$ cat src/design/lss_pkg.sv
// ----------------------------------------------------------------------------
// lss_pkg
// Types, constants and stream field positions of the light sample smoother.
// ----------------------------------------------------------------------------
package lss_pkg;

    localparam int SAMPLE_W    = 12;
    localparam int PCT_W       = 7;
    localparam int PROD_W      = SAMPLE_W + PCT_W;
    localparam int CNT_W       = 4;
    localparam int RUN_W       = 3;
    localparam int ADDR_W      = 3;
    localparam int IN_TDATA_W  = 16;
    localparam int OUT_TDATA_W = 24;

    // output tdata field positions
    localparam int SMOOTH_LSB  = 0;
    localparam int ACC_BIT     = SAMPLE_W;
    localparam int PCT_LSB     = SAMPLE_W + 1;

    typedef logic [SAMPLE_W-1:0] t_sample;
    typedef logic [PCT_W-1:0]    t_pct;

    localparam t_sample          SPIKE_DIST   = 12'd800;
    localparam logic [RUN_W-1:0] SPIKE_LIMIT  = 3'd5;
    localparam t_pct             PCT_TOP      = 7'd100;
    localparam t_pct             PCT_BOTTOM   = 7'd10;
    localparam t_pct             PCT_SPAN     = 7'd90;
    localparam t_sample          CAL_HIGH_RST = 12'hFFF;

    // register index, taken from paddr[2]
    localparam logic REG_CAL_LOW  = 1'b0;
    localparam logic REG_CAL_HIGH = 1'b1;

endpackage

$ cat src/design/light_sample_smoother.sv
// ----------------------------------------------------------------------------
// light_sample_smoother
// Moving-average smoother with spike rejection and inverse brightness map.
// ----------------------------------------------------------------------------
// One sample is worked on at a time. An accepted sample passes the check,
// update and mean states, then the divider for the mean when WINDOW_DEPTH
// is not a power of two, then the percent state and the divider for the
// percent unless the calibration levels are equal or inverted. A rejected
// sample skips the window update and the mean. When the window total and
// mean are both zero, the window is first filled with the sample, one entry
// per cycle, in place of the check, update and mean. A stalled receiver
// holds the finished item in the done state until the output register is
// free. The divider is a one-bit-per-cycle restoring divider shared by the
// mean and the percent map, and the window memory has a single write port.
// A finished result waits in the output register while the next sample is
// taken in.
module light_sample_smoother
    import lss_pkg::*;
#(
    parameter int WINDOW_DEPTH = 16
) (
    input  logic                    i_clk,
    input  logic                    i_rst_n,
    // [11:0] sample
    input  logic                    s_axis_tvalid,
    output logic                    s_axis_tready,
    input  logic [IN_TDATA_W-1:0]   s_axis_tdata,
    // [11:0] smoothed, [12] accepted, [19:13] brightness_pct
    output logic                    m_axis_tvalid,
    input  logic                    m_axis_tready,
    output logic [OUT_TDATA_W-1:0]  m_axis_tdata,
    input  logic                    psel,
    input  logic                    penable,
    input  logic                    pwrite,
    input  logic [ADDR_W-1:0]       paddr,
    input  logic [31:0]             pwdata,
    output logic [31:0]             prdata,
    output logic                    pready
);

    localparam int  SLOT_W     = $clog2(WINDOW_DEPTH);
    localparam int  TOTAL_W    = SAMPLE_W + SLOT_W;
    localparam bit  DEPTH_POW2 = (WINDOW_DEPTH & (WINDOW_DEPTH - 1)) == 0;
    localparam logic [SLOT_W-1:0] SLOT_LAST = SLOT_W'(WINDOW_DEPTH - 1);

    localparam logic [2:0] S_IDLE  = 3'd0;
    localparam logic [2:0] S_FILL  = 3'd1;
    localparam logic [2:0] S_CHECK = 3'd2;
    localparam logic [2:0] S_UPD   = 3'd3;
    localparam logic [2:0] S_MEAN  = 3'd4;
    localparam logic [2:0] S_PCT   = 3'd5;
    localparam logic [2:0] S_DIV   = 3'd6;
    localparam logic [2:0] S_DONE  = 3'd7;

    // control state
    logic [2:0]         r_state,    n_state;
    logic [TOTAL_W-1:0] r_total,    n_total;
    t_sample            r_mean,     n_mean;
    logic [SLOT_W-1:0]  r_slot,     n_slot;
    logic [SLOT_W-1:0]  r_fill_idx, n_fill_idx;
    logic [RUN_W-1:0]   r_spike,    n_spike;
    logic [CNT_W-1:0]   r_cnt,      n_cnt;
    logic               r_div_pct,  n_div_pct;
    t_sample            r_cal_low,  n_cal_low;
    t_sample            r_cal_high, n_cal_high;
    logic               r_out_valid, n_out_valid;

    // payload
    t_sample            r_sample,   n_sample;
    logic               r_take,     n_take;
    t_pct               r_pct,      n_pct;
    t_sample            r_rem,      n_rem;
    t_sample            r_shf,      n_shf;
    t_sample            r_den,      n_den;
    t_sample            r_quo,      n_quo;
    t_sample            r_out_smooth, n_out_smooth;
    logic               r_out_acc,  n_out_acc;
    t_pct               r_out_pct,  n_out_pct;

    // window memory
    t_sample            r_win [WINDOW_DEPTH];
    t_sample            r_rd;
    logic               w_we;
    logic [SLOT_W-1:0]  w_waddr;

    logic               w_in_acc;
    logic               w_cfg_wr;
    logic               w_out_load;
    logic [SLOT_W-1:0]  w_slot_inc;
    t_sample            w_dist;
    logic               w_spike;
    logic [RUN_W-1:0]   w_run;
    logic [SAMPLE_W:0]  w_rem2;
    logic               w_ge;
    logic [SAMPLE_W:0]  w_rem_sub;
    t_sample            w_quo;
    t_sample            w_clamp;
    logic [PROD_W-1:0]  w_prod;

    assign s_axis_tready = (r_state == S_IDLE);
    assign w_in_acc      = s_axis_tvalid && s_axis_tready;
    assign pready        = 1'b1;
    assign w_cfg_wr      = psel && penable && pwrite && pready;
    assign prdata        = (paddr[2] == REG_CAL_HIGH) ? 32'(r_cal_high) : 32'(r_cal_low);

    assign m_axis_tvalid = r_out_valid;
    assign m_axis_tdata  = {{(OUT_TDATA_W - SAMPLE_W - 1 - PCT_W){1'b0}},
                            r_out_pct, r_out_acc, r_out_smooth};

    assign w_out_load = (r_state == S_DONE) && (!r_out_valid || m_axis_tready);
    assign w_slot_inc = (r_slot == SLOT_LAST) ? '0 : r_slot + 1'b1;

    // spike test against the current mean
    assign w_dist  = (r_sample > r_mean) ? r_sample - r_mean : r_mean - r_sample;
    assign w_spike = w_dist > SPIKE_DIST;
    assign w_run   = (r_spike < SPIKE_LIMIT) ? r_spike + 1'b1 : r_spike;

    // one restoring divider step
    assign w_rem2    = {r_rem, r_shf[SAMPLE_W-1]};
    assign w_ge      = w_rem2 >= {1'b0, r_den};
    assign w_rem_sub = w_rem2 - {1'b0, r_den};
    assign w_quo     = {r_quo[SAMPLE_W-2:0], w_ge};

    // clamp the mean to the calibrated range, low bound first
    always_comb begin
        w_clamp = (r_mean < r_cal_low) ? r_cal_low : r_mean;
        if (w_clamp > r_cal_high) begin
            w_clamp = r_cal_high;
        end
    end
    assign w_prod = PROD_W'(w_clamp - r_cal_low) * PROD_W'(PCT_SPAN);

    assign w_we    = (r_state == S_FILL) || (r_state == S_UPD);
    assign w_waddr = (r_state == S_FILL) ? r_fill_idx : r_slot;

    always_comb begin
        n_state      = r_state;
        n_total      = r_total;
        n_mean       = r_mean;
        n_slot       = r_slot;
        n_fill_idx   = r_fill_idx;
        n_spike      = r_spike;
        n_cnt        = r_cnt;
        n_div_pct    = r_div_pct;
        n_cal_low    = r_cal_low;
        n_cal_high   = r_cal_high;
        n_out_valid  = r_out_valid;
        n_sample     = r_sample;
        n_take       = r_take;
        n_pct        = r_pct;
        n_rem        = r_rem;
        n_shf        = r_shf;
        n_den        = r_den;
        n_quo        = r_quo;
        n_out_smooth = r_out_smooth;
        n_out_acc    = r_out_acc;
        n_out_pct    = r_out_pct;

        if (w_cfg_wr) begin
            if (paddr[2] == REG_CAL_LOW) begin
                n_cal_low = pwdata[SAMPLE_W-1:0];
            end else begin
                n_cal_high = pwdata[SAMPLE_W-1:0];
            end
        end

        if (w_out_load) begin
            n_out_valid  = 1'b1;
            n_out_smooth = r_mean;
            n_out_acc    = r_take;
            n_out_pct    = r_pct;
        end else if (m_axis_tready) begin
            n_out_valid = 1'b0;
        end

        unique case (r_state)
            S_IDLE: begin
                if (w_in_acc) begin
                    n_sample   = s_axis_tdata[SAMPLE_W-1:0];
                    n_fill_idx = '0;
                    n_state    = (r_total == '0 && r_mean == '0) ? S_FILL : S_CHECK;
                end
            end
            S_FILL: begin
                // the total is zero here, so it sums up to sample * depth
                n_total = r_total + TOTAL_W'(r_sample);
                if (r_fill_idx == SLOT_LAST) begin
                    n_mean  = r_sample;
                    n_spike = '0;
                    n_take  = 1'b1;
                    n_slot  = w_slot_inc;
                    n_state = S_PCT;
                end else begin
                    n_fill_idx = r_fill_idx + 1'b1;
                end
            end
            S_CHECK: begin
                if (w_spike) begin
                    n_spike = w_run;
                    n_take  = (w_run == SPIKE_LIMIT);
                end else begin
                    n_spike = '0;
                    n_take  = 1'b1;
                end
                n_state = n_take ? S_UPD : S_PCT;
            end
            S_UPD: begin
                n_total = r_total - TOTAL_W'(r_rd) + TOTAL_W'(r_sample);
                n_slot  = w_slot_inc;
                n_state = S_MEAN;
            end
            S_MEAN: begin
                if (DEPTH_POW2) begin
                    n_mean  = SAMPLE_W'(r_total >> SLOT_W);
                    n_state = S_PCT;
                end else begin
                    // quotient fits 12 bits, so the top bits start as remainder
                    n_rem     = SAMPLE_W'(r_total >> SAMPLE_W);
                    n_shf     = r_total[SAMPLE_W-1:0];
                    n_den     = SAMPLE_W'(WINDOW_DEPTH);
                    n_quo     = '0;
                    n_cnt     = CNT_W'(SAMPLE_W);
                    n_div_pct = 1'b0;
                    n_state   = S_DIV;
                end
            end
            S_PCT: begin
                priority if (r_cal_high == r_cal_low) begin
                    n_pct   = PCT_TOP;
                    n_state = S_DONE;
                end else if (r_cal_low > r_cal_high) begin
                    n_pct   = PCT_BOTTOM;
                    n_state = S_DONE;
                end else begin
                    // quotient stays below 91, so it fits the seven quotient bits
                    n_rem     = w_prod[PROD_W-1 -: SAMPLE_W];
                    n_shf     = {w_prod[PCT_W-1:0], {(SAMPLE_W - PCT_W){1'b0}}};
                    n_den     = r_cal_high - r_cal_low;
                    n_quo     = '0;
                    n_cnt     = CNT_W'(PCT_W);
                    n_div_pct = 1'b1;
                    n_state   = S_DIV;
                end
            end
            S_DIV: begin
                n_rem = w_ge ? w_rem_sub[SAMPLE_W-1:0] : w_rem2[SAMPLE_W-1:0];
                n_shf = {r_shf[SAMPLE_W-2:0], 1'b0};
                n_quo = w_quo;
                n_cnt = r_cnt - 1'b1;
                if (r_cnt == CNT_W'(1)) begin
                    if (r_div_pct) begin
                        n_pct   = PCT_TOP - w_quo[PCT_W-1:0];
                        n_state = S_DONE;
                    end else begin
                        n_mean  = w_quo;
                        n_state = S_PCT;
                    end
                end
            end
            S_DONE: begin
                if (w_out_load) begin
                    n_state = S_IDLE;
                end
            end
            default: n_state = S_IDLE;
        endcase
    end

    always_ff @(posedge i_clk) begin
        if (!i_rst_n) begin
            r_state     <= S_IDLE;
            r_total     <= '0;
            r_mean      <= '0;
            r_slot      <= '0;
            r_fill_idx  <= '0;
            r_spike     <= '0;
            r_cnt       <= '0;
            r_div_pct   <= 1'b0;
            r_cal_low   <= '0;
            r_cal_high  <= CAL_HIGH_RST;
            r_out_valid <= 1'b0;
        end else begin
            r_state     <= n_state;
            r_total     <= n_total;
            r_mean      <= n_mean;
            r_slot      <= n_slot;
            r_fill_idx  <= n_fill_idx;
            r_spike     <= n_spike;
            r_cnt       <= n_cnt;
            r_div_pct   <= n_div_pct;
            r_cal_low   <= n_cal_low;
            r_cal_high  <= n_cal_high;
            r_out_valid <= n_out_valid;
        end
    end

    always_ff @(posedge i_clk) begin
        r_sample     <= n_sample;
        r_take       <= n_take;
        r_pct        <= n_pct;
        r_rem        <= n_rem;
        r_shf        <= n_shf;
        r_den        <= n_den;
        r_quo        <= n_quo;
        r_out_smooth <= n_out_smooth;
        r_out_acc    <= n_out_acc;
        r_out_pct    <= n_out_pct;
    end

    // window entries are only read after a fill, so they need no reset
    always_ff @(posedge i_clk) begin
        if (w_we) begin
            r_win[w_waddr] <= r_sample;
        end
        r_rd <= r_win[r_slot];
    end

endmodule

$ cat config.mk
export PLATFORM = sky130hd
export DESIGN_NAME = light_sample_smoother
export DESIGN_NICKNAME = d
export VERILOG_FILES = /design/src/design/lss_pkg.sv /design/src/design/light_sample_smoother.sv
export SDC_FILE = /design/constraint.sdc
export NUM_CORES = 1
export LEC_CHECK = 0
export BUFFER_PORTS_ARGS = -buffer_cell sky130_fd_sc_hd__buf_2
export CORE_ASPECT_RATIO = 0.75
export CORE_MARGIN = 2
export CORE_UTILIZATION = 40
export CTS_CLUSTER_DIAMETER = 100
export DETAILED_ROUTE_END_ITERATION = 6
export SETUP_SLACK_MARGIN = 0.02
export SYNTH_ARGS = -nofsm -noshare
export SYNTH_HDL_FRONTEND = slang
export SYNTH_SLANG_ARGS = --single-unit
$ cat constraint.sdc
create_clock -name i_clk -period 11.1 [get_ports i_clk]
set_clock_uncertainty 0.2 [all_clocks]
set_input_delay 3.33 -clock i_clk [delete_from_list [all_inputs] [get_ports i_clk]]
set_output_delay 3.33 -clock i_clk [all_outputs]
set_load 0.1 [all_outputs]
==> impl_metrics.env, run 1 <==
export IMPL_layout_cells_non_filler=2679
export IMPL_worstPathArrival_ps=9710
export IMPL_row_count=72
export IMPL_area_growth_pct=11.1
export IMPL_finalCritPeriodShare_pct=86.7
export IMPL_grt_first_pass_wirelength_um=86100
export IMPL_fmax_mhz=104
export IMPL_place_inst=2607
export IMPL_powerDensity_nw_per_um2=351
export IMPL_ys_ff_latch=357
export IMPL_io_buffers=65
export IMPL_clock_path_buffers=3
export IMPL_io_pins=117
export IMPL_clockRootBuffer="clkbuf_16"
export IMPL_vdd_drop_max_mv=0.522
export IMPL_status="completed"
export IMPL_worstMarginPinSlew_ps=1070
export IMPL_yosysTopAreaCell="edfxtp_1"
export IMPL_htree_num_levels=2
export IMPL_drt_total_wl_um=56500
export IMPL_viasPerCell=5.47
export IMPL_vias=14600
export IMPL_required_ps=11190
export IMPL_yosys_top_cells_area="edfxtp_1 39%, ha_1 9.2%, dfxtp_1 8.0%"
export IMPL_crit_path_top_delay_cell="nor2_1"
export IMPL_p_leak_nw=9.08
export IMPL_netlist_area_sq_um=21100
export IMPL_diodes=0
export IMPL_setup_violations_final=0
export IMPL_ys_flop_type="edfxtp_1"
export IMPL_start_util_pct=40.7
export IMPL_dp_hpwl_um=41200
export IMPL_post_drt_wl_per_cell_um=21.1
export IMPL_synth_seq_area_share_pct=46.8
export IMPL_grt_max_degree=53
export IMPL_cpPeakStageDelay_ps=760
export IMPL_synth_edf_count=273
export IMPL_worstSetupPathType="reg2reg"
export IMPL_hold_path_class="reg2reg"
export IMPL_track_usage_pct=20.6
export IMPL_synthDistinctLibCells=79
export IMPL_finalHoldViolations=0
export IMPL_die_x_um=269
export IMPL_cts_resized=0
export IMPL_crit_top_cell="ha_1"
export IMPL_timing_setup_tns_ps=0
export IMPL_cts_setup_buffers=0
export IMPL_nNetsFinal=2194
export IMPL_drv_cap=0
export IMPL_die_area_sq_um=54700
export IMPL_clock_sinks=357
export IMPL_numCtsBuffers=39
export IMPL_drt_pass1_iterations=5
export IMPL_grt_pass1_vias=14000
export IMPL_post_cts_hold_buffer_count=0
export IMPL_synth_top_area_share_pct=38.8
export IMPL_drcViolationCount=0
export IMPL_clk_latency_ps=580
export IMPL_clkTransAtPathRegs_ps=70
export IMPL_fin_crit_ps=9620
export IMPL_holdWs_ps=218
export IMPL_first_iter_violations=1419
export IMPL_syn_area_per_cell_sq_um=11.3
export IMPL_core_sq_um=51900
export IMPL_endpoint_kind="flop"
export IMPL_final_max_slew_viol_count=0
export IMPL_cts_tree="yes"
export IMPL_synthCells=1872
export IMPL_floorplan_die_height_um=203
export IMPL_globalplace_congestion=0.917
export IMPL_rsz0062_at_grt="false"
export IMPL_relSlewSlack_pct=28.8
export IMPL_grt_overflow=0
export IMPL_cp_start_kind="flop"
export IMPL_yosysWarnings=0
export IMPL_ys_async_sr_fraction_pct=0
export IMPL_layout_drive_gt1_share_pct=13.7
export IMPL_path_max_fanout=12
export IMPL_antenna_found_initial=0
export IMPL_final_antenna_net_count=0
==> cell usage in the layout, fill, tap and decap left out, types with 24 or more instances in the layout <==
master and instances:
a211oi_1 28, a21o_1 24, a21oi_1 115, buf_2 65, buf_4 42, clkbuf_16 39, conb_1 25, dfxtp_1 81
edfxtp_1 273, fa_1 35, ha_1 156, inv_1 199, mux2i_1 44, mux4_2 62, nand2_1 124, nor2_1 140
nor3_1 40, o21ai_0 72, xnor2_1 54, xor2_1 28
==> final cells by class <==
cell class                      count  area (sq um)
Inverter                          200           751
Fill cell                        4829         28400
Sequential cell                   357          9890
Clock buffer                       50          1070
Multi-Input combinational cell   1240         10100
Tap cell                          703           880
Timing Repair Buffer              107           641
Clock inverter                     22           163
==> synthesized netlist by cell type (7+ instances only) <==
cell and instances:
a211oi_1 28, a21o_1 24, a21oi_1 115, a31oi_1 16, and2_1 16, buf_2 9, buf_4 28, clkbuf_1 51
dfxtp_1 84, edfxtp_1 273, fa_1 35, ha_1 156, inv_1 199, mux2_2 15, mux2i_1 44, mux4_2 62
nand2_1 124, nand2b_1 10, nand3_1 18, nand4_1 15, nor2_1 140, nor2b_1 24, nor3_1 41, nor3b_1 7
nor4_1 11, o211ai_1 22, o21a_1 14, o21ai_0 72, o21ai_1 8, o21bai_1 7, o31a_1 8, o31ai_1 8
or3_1 12, xnor2_1 54, xor2_1 28
==> through the flow <==
stage                     cell area (sq um)  utilization (%)  setup WS (ps)  power, W
after floorplan                       21200                -           1770   0.00581
after global placement                22200             42.8           1740   0.00686
after detailed placement              22200             42.8           1560   0.00694
after CTS                             23500             45.2           1510   0.00824
after global routing                  23500             45.2            794   0.00898
final                                 23500             45.2           1480   0.00822
==> per-layer routing <==
metal  GRT usage (%)  wire length [um]
met4            4.82              1070
met3            4.16              4290
met2            29.1             22900
met1            32.0             28300
met5               0                 0
==> where the power goes <==
part / switching, W / total, W / internal (W)
logic: 0.00294 / 0.00506 / 0.00213
registers: 0.000132 / 0.00189 / 0.00176
clock network: 0.000559 / 0.00127 / 0.000710
==> worst max-delay path, delay by kind of cell, from the launching register on <==
kind,cells,cell delay (ps)
AND/OR/NAND/NOR,6,1220
XOR/XNOR,2,680
adder cells (fa/ha/maj),8,2800
multiplexers,3,690
AO/OA/AOI/OAI,15,2750
flip-flops,1,630
buffers and inverters,4,390
==> cells by family (layout without fill, tap and decap cells) <==
| family | count (synthesis) | count (layout) | share of synthesized area, % |
|---|---|---|---|
| simple gates | 441 | 441 | 9.84 |
| compound gates | 379 | 379 | 11.8 |
| flops | 357 | 357 | 46.8 |
| buf+inv | 298 | 379 | 5.99 |
| fa+ha+maj | 191 | 191 | 12.6 |
| mux | 122 | 122 | 9.61 |
| xor+xnor | 82 | 82 | 3.40 |
| other cells | 2 | 25 | 0.0356 |
==> final timing paths <==
check | start | end | slack, ps | cells past startpoint
hold / removal | r_pct[5] | r_out_pct[5] | 220 | 0
setup / recovery | r_mean[7] | r_rem[11] | 1480 | 38
hold reg to reg | r_pct[5] | r_out_pct[5] | 220 | 0
setup reg to reg | r_mean[7] | r_rem[11] | 1480 | 38
==> registers in the layout, indices dropped and copies added, names as in the netlist, 6 cells and up <==
signal        count
r_win           192
r_total          16
r_cal_high       12
r_cal_low        12
r_den            12
r_mean           12
r_out_smooth     12
r_rd             12
r_rem            12
r_sample         12
r_quo            11
r_out_pct         7
r_pct             7
r_shf             6
No activity file was read; power rests on OpenSTA's default activity.
==> run 2: changes to the inputs <==
==> constraint.sdc (replaced) <==
create_clock -name i_clk -period 11.1 [get_ports i_clk]
set_clock_uncertainty 0.2 [all_clocks]
set_input_delay 1.11 -clock i_clk [delete_from_list [all_inputs] [get_ports i_clk]]
set_output_delay 1.11 -clock i_clk [all_outputs]
set_load 0.1 [all_outputs]
==> impl_metrics.env, run 2 (synthesis results as in run 1) <==
export IMPL_p_leak_nw=9.08
export IMPL_cts_setup_buffers=0
export IMPL_final_common_cell="edfxtp_1"
export IMPL_hold_depth=0
export IMPL_antenna_found_initial=1
export IMPL_grt_first_pass_wirelength_um=84800
export IMPL_setup_violations_final=0
export IMPL_clockRootBuffer="clkbuf_16"
export IMPL_setup_ws_ps=1670
export IMPL_seqPwrFrac_pct=23.1
export IMPL_floorplan_die_height_um=203
export IMPL_diodes=0
export IMPL_final_antenna_net_count=0
export IMPL_globalplace_congestion=0.922
export IMPL_nNetsFinal=2196
export IMPL_worstPathArrival_ps=9520
export IMPL_min_from="r_pct[2]"
export IMPL_core_sq_um=51900
export IMPL_fillers=4829
export IMPL_fmax_mhz=106
export IMPL_worstMarginPinSlew_ps=1150
export IMPL_powerDensity_nw_per_um2=348
export IMPL_first_iter_violations=1366
export IMPL_critPathTopFamily="compound AO/OA/AOI/OAI gates"
export IMPL_clkTransAtPathRegs_ps=70
export IMPL_reg_largest_list="r_win x192, r_total x16"
export IMPL_drt_total_wl_um=55800
export IMPL_postLayoutCoreUtil_pct=45.2
export IMPL_pwr_share_comb_pct=61.5
export IMPL_path_buf_inv=5
export IMPL_rsz0062_at_grt="false"
export IMPL_die_x_um=269
export IMPL_r2r_start="r_mean[7]"
export IMPL_critical_path_startpoint="r_mean[7]"
export IMPL_track_usage_pct=20.4
export IMPL_hold_path_class="reg2reg"
export IMPL_min_to="r_out_pct[2]"
export IMPL_power_w=0.00817
export IMPL_reg2reg_to="r_rem[11]"
export IMPL_reg2reg_depth=39
export IMPL_cts_tree="yes"
export IMPL_final_cell_mix="273 x edfxtp_1, 199 x inv_1, 156 x ha_1"
export IMPL_internal_power_w=0.00460
export IMPL_timing_setup_tns_ps=0
export IMPL_row_count=72
export IMPL_start_util_pct=40.7
export IMPL_layout_drive_gt1_share_pct=13.5
export IMPL_cp_start_kind="flop"
export IMPL_post_drt_wl_per_cell_um=20.8
export IMPL_p_switching_w=0.00357
export IMPL_vias=14500
export IMPL_clk_latency_ps=570
export IMPL_endpoint_kind="flop"
export IMPL_dp_hpwl_um=40900
export IMPL_drv_cap=0
export IMPL_numCtsBuffers=38
export IMPL_grt_overflow=0
export IMPL_die_area_sq_um=54700
export IMPL_cts_resized=0
export IMPL_largest_register="r_win"
export IMPL_place_ws_ps=1840
export IMPL_final_max_slew_viol_count=0
export IMPL_grt_max_degree=46
export IMPL_worstSetupPathType="reg2reg"
export IMPL_post_cts_hold_buffer_count=0
export IMPL_drcViolationCount=0
export IMPL_worst_path_stages=39
export IMPL_fin_crit_ps=9430
export IMPL_crit_top_cell="ha_1"
export IMPL_clock_power_share_pct=15.4
export IMPL_crit_path_top_delay_cell="dfxtp_1"
export IMPL_cpPeakStageDelay_ps=620
export IMPL_area_growth_pct=11.1
export IMPL_htree_num_levels=2
export IMPL_viasPerCell=5.41
export IMPL_status="completed"
export IMPL_path_max_fanout=12
export IMPL_layout_cells_non_filler=2680
export IMPL_vdd_drop_max_mv=0.579
export IMPL_clock_sinks=357
export IMPL_required_ps=11190
export IMPL_finalCritPeriodShare_pct=85.0
export IMPL_clock_path_buffers=3
export IMPL_place_inst=2610
export IMPL_p_sw_share_pct=43.7
export IMPL_drt_pass1_iterations=5
export IMPL_grt_pass1_vias=14100
export IMPL_io_buffers=65
export IMPL_finalHoldViolations=0
export IMPL_largest_reg_flops=192
export IMPL_io_pins=117
export IMPL_reg2reg_slack_ps=1670
export IMPL_relSlewSlack_pct=23.0
## run 2: power by group through the flow
stage	combinational (W)	sequential, W	clock [W]
final	0.00503	0.00188	0.00126
after global routing	0.00571	0.00189	0.00133
after CTS	0.00503	0.00188	0.00128
after detailed placement	0.00499	0.00191	0
after floorplan	0.00395	0.00187	0
after global placement	0.00492	0.00190	0
## run 2: final cells by class
cell class	instances	area (sq um)	area share, %
multi-input combinational	1240	10100	42.9
sequential	357	9890	42.1
clock buffer	48	998	4.26
tap	703	880	3.75
inverter	200	751	3.20
timing repair buffer	110	663	2.83
clock inverter	22	214	0.912
## run 2: how the worst max path moves through the flow
stage / endpoint / slack, ps
2_1_floorplan: r_rem[11] / 2650
3_3_place_gp: r_rem[11] / 1820
3_5_place_dp: r_rem[11] / 1840
4_1_cts: r_rem[11] / 1780
5_1_grt: r_rem[11] / 1030
6_report: r_rem[11] / 1670
## run 2: routing by layer
layer  track usage [%]  vias up  part of all wire [%]
met5                 0        -                 0.023
met4              4.62        2                   1.7
met3              5.43       62                   8.4
met2              28.9      443                    41
met1              30.9     7104                    49
li1                  -     6894                     -
## run 2: per-stage QoR
step           hold WS (ps)  area, sq um
4_1_cts                 223        23500
6_report                220        23500
3_3_place_gp            209        22200
2_1_floorplan           200        21200
3_5_place_dp            209        22200
5_1_grt                 233        23500
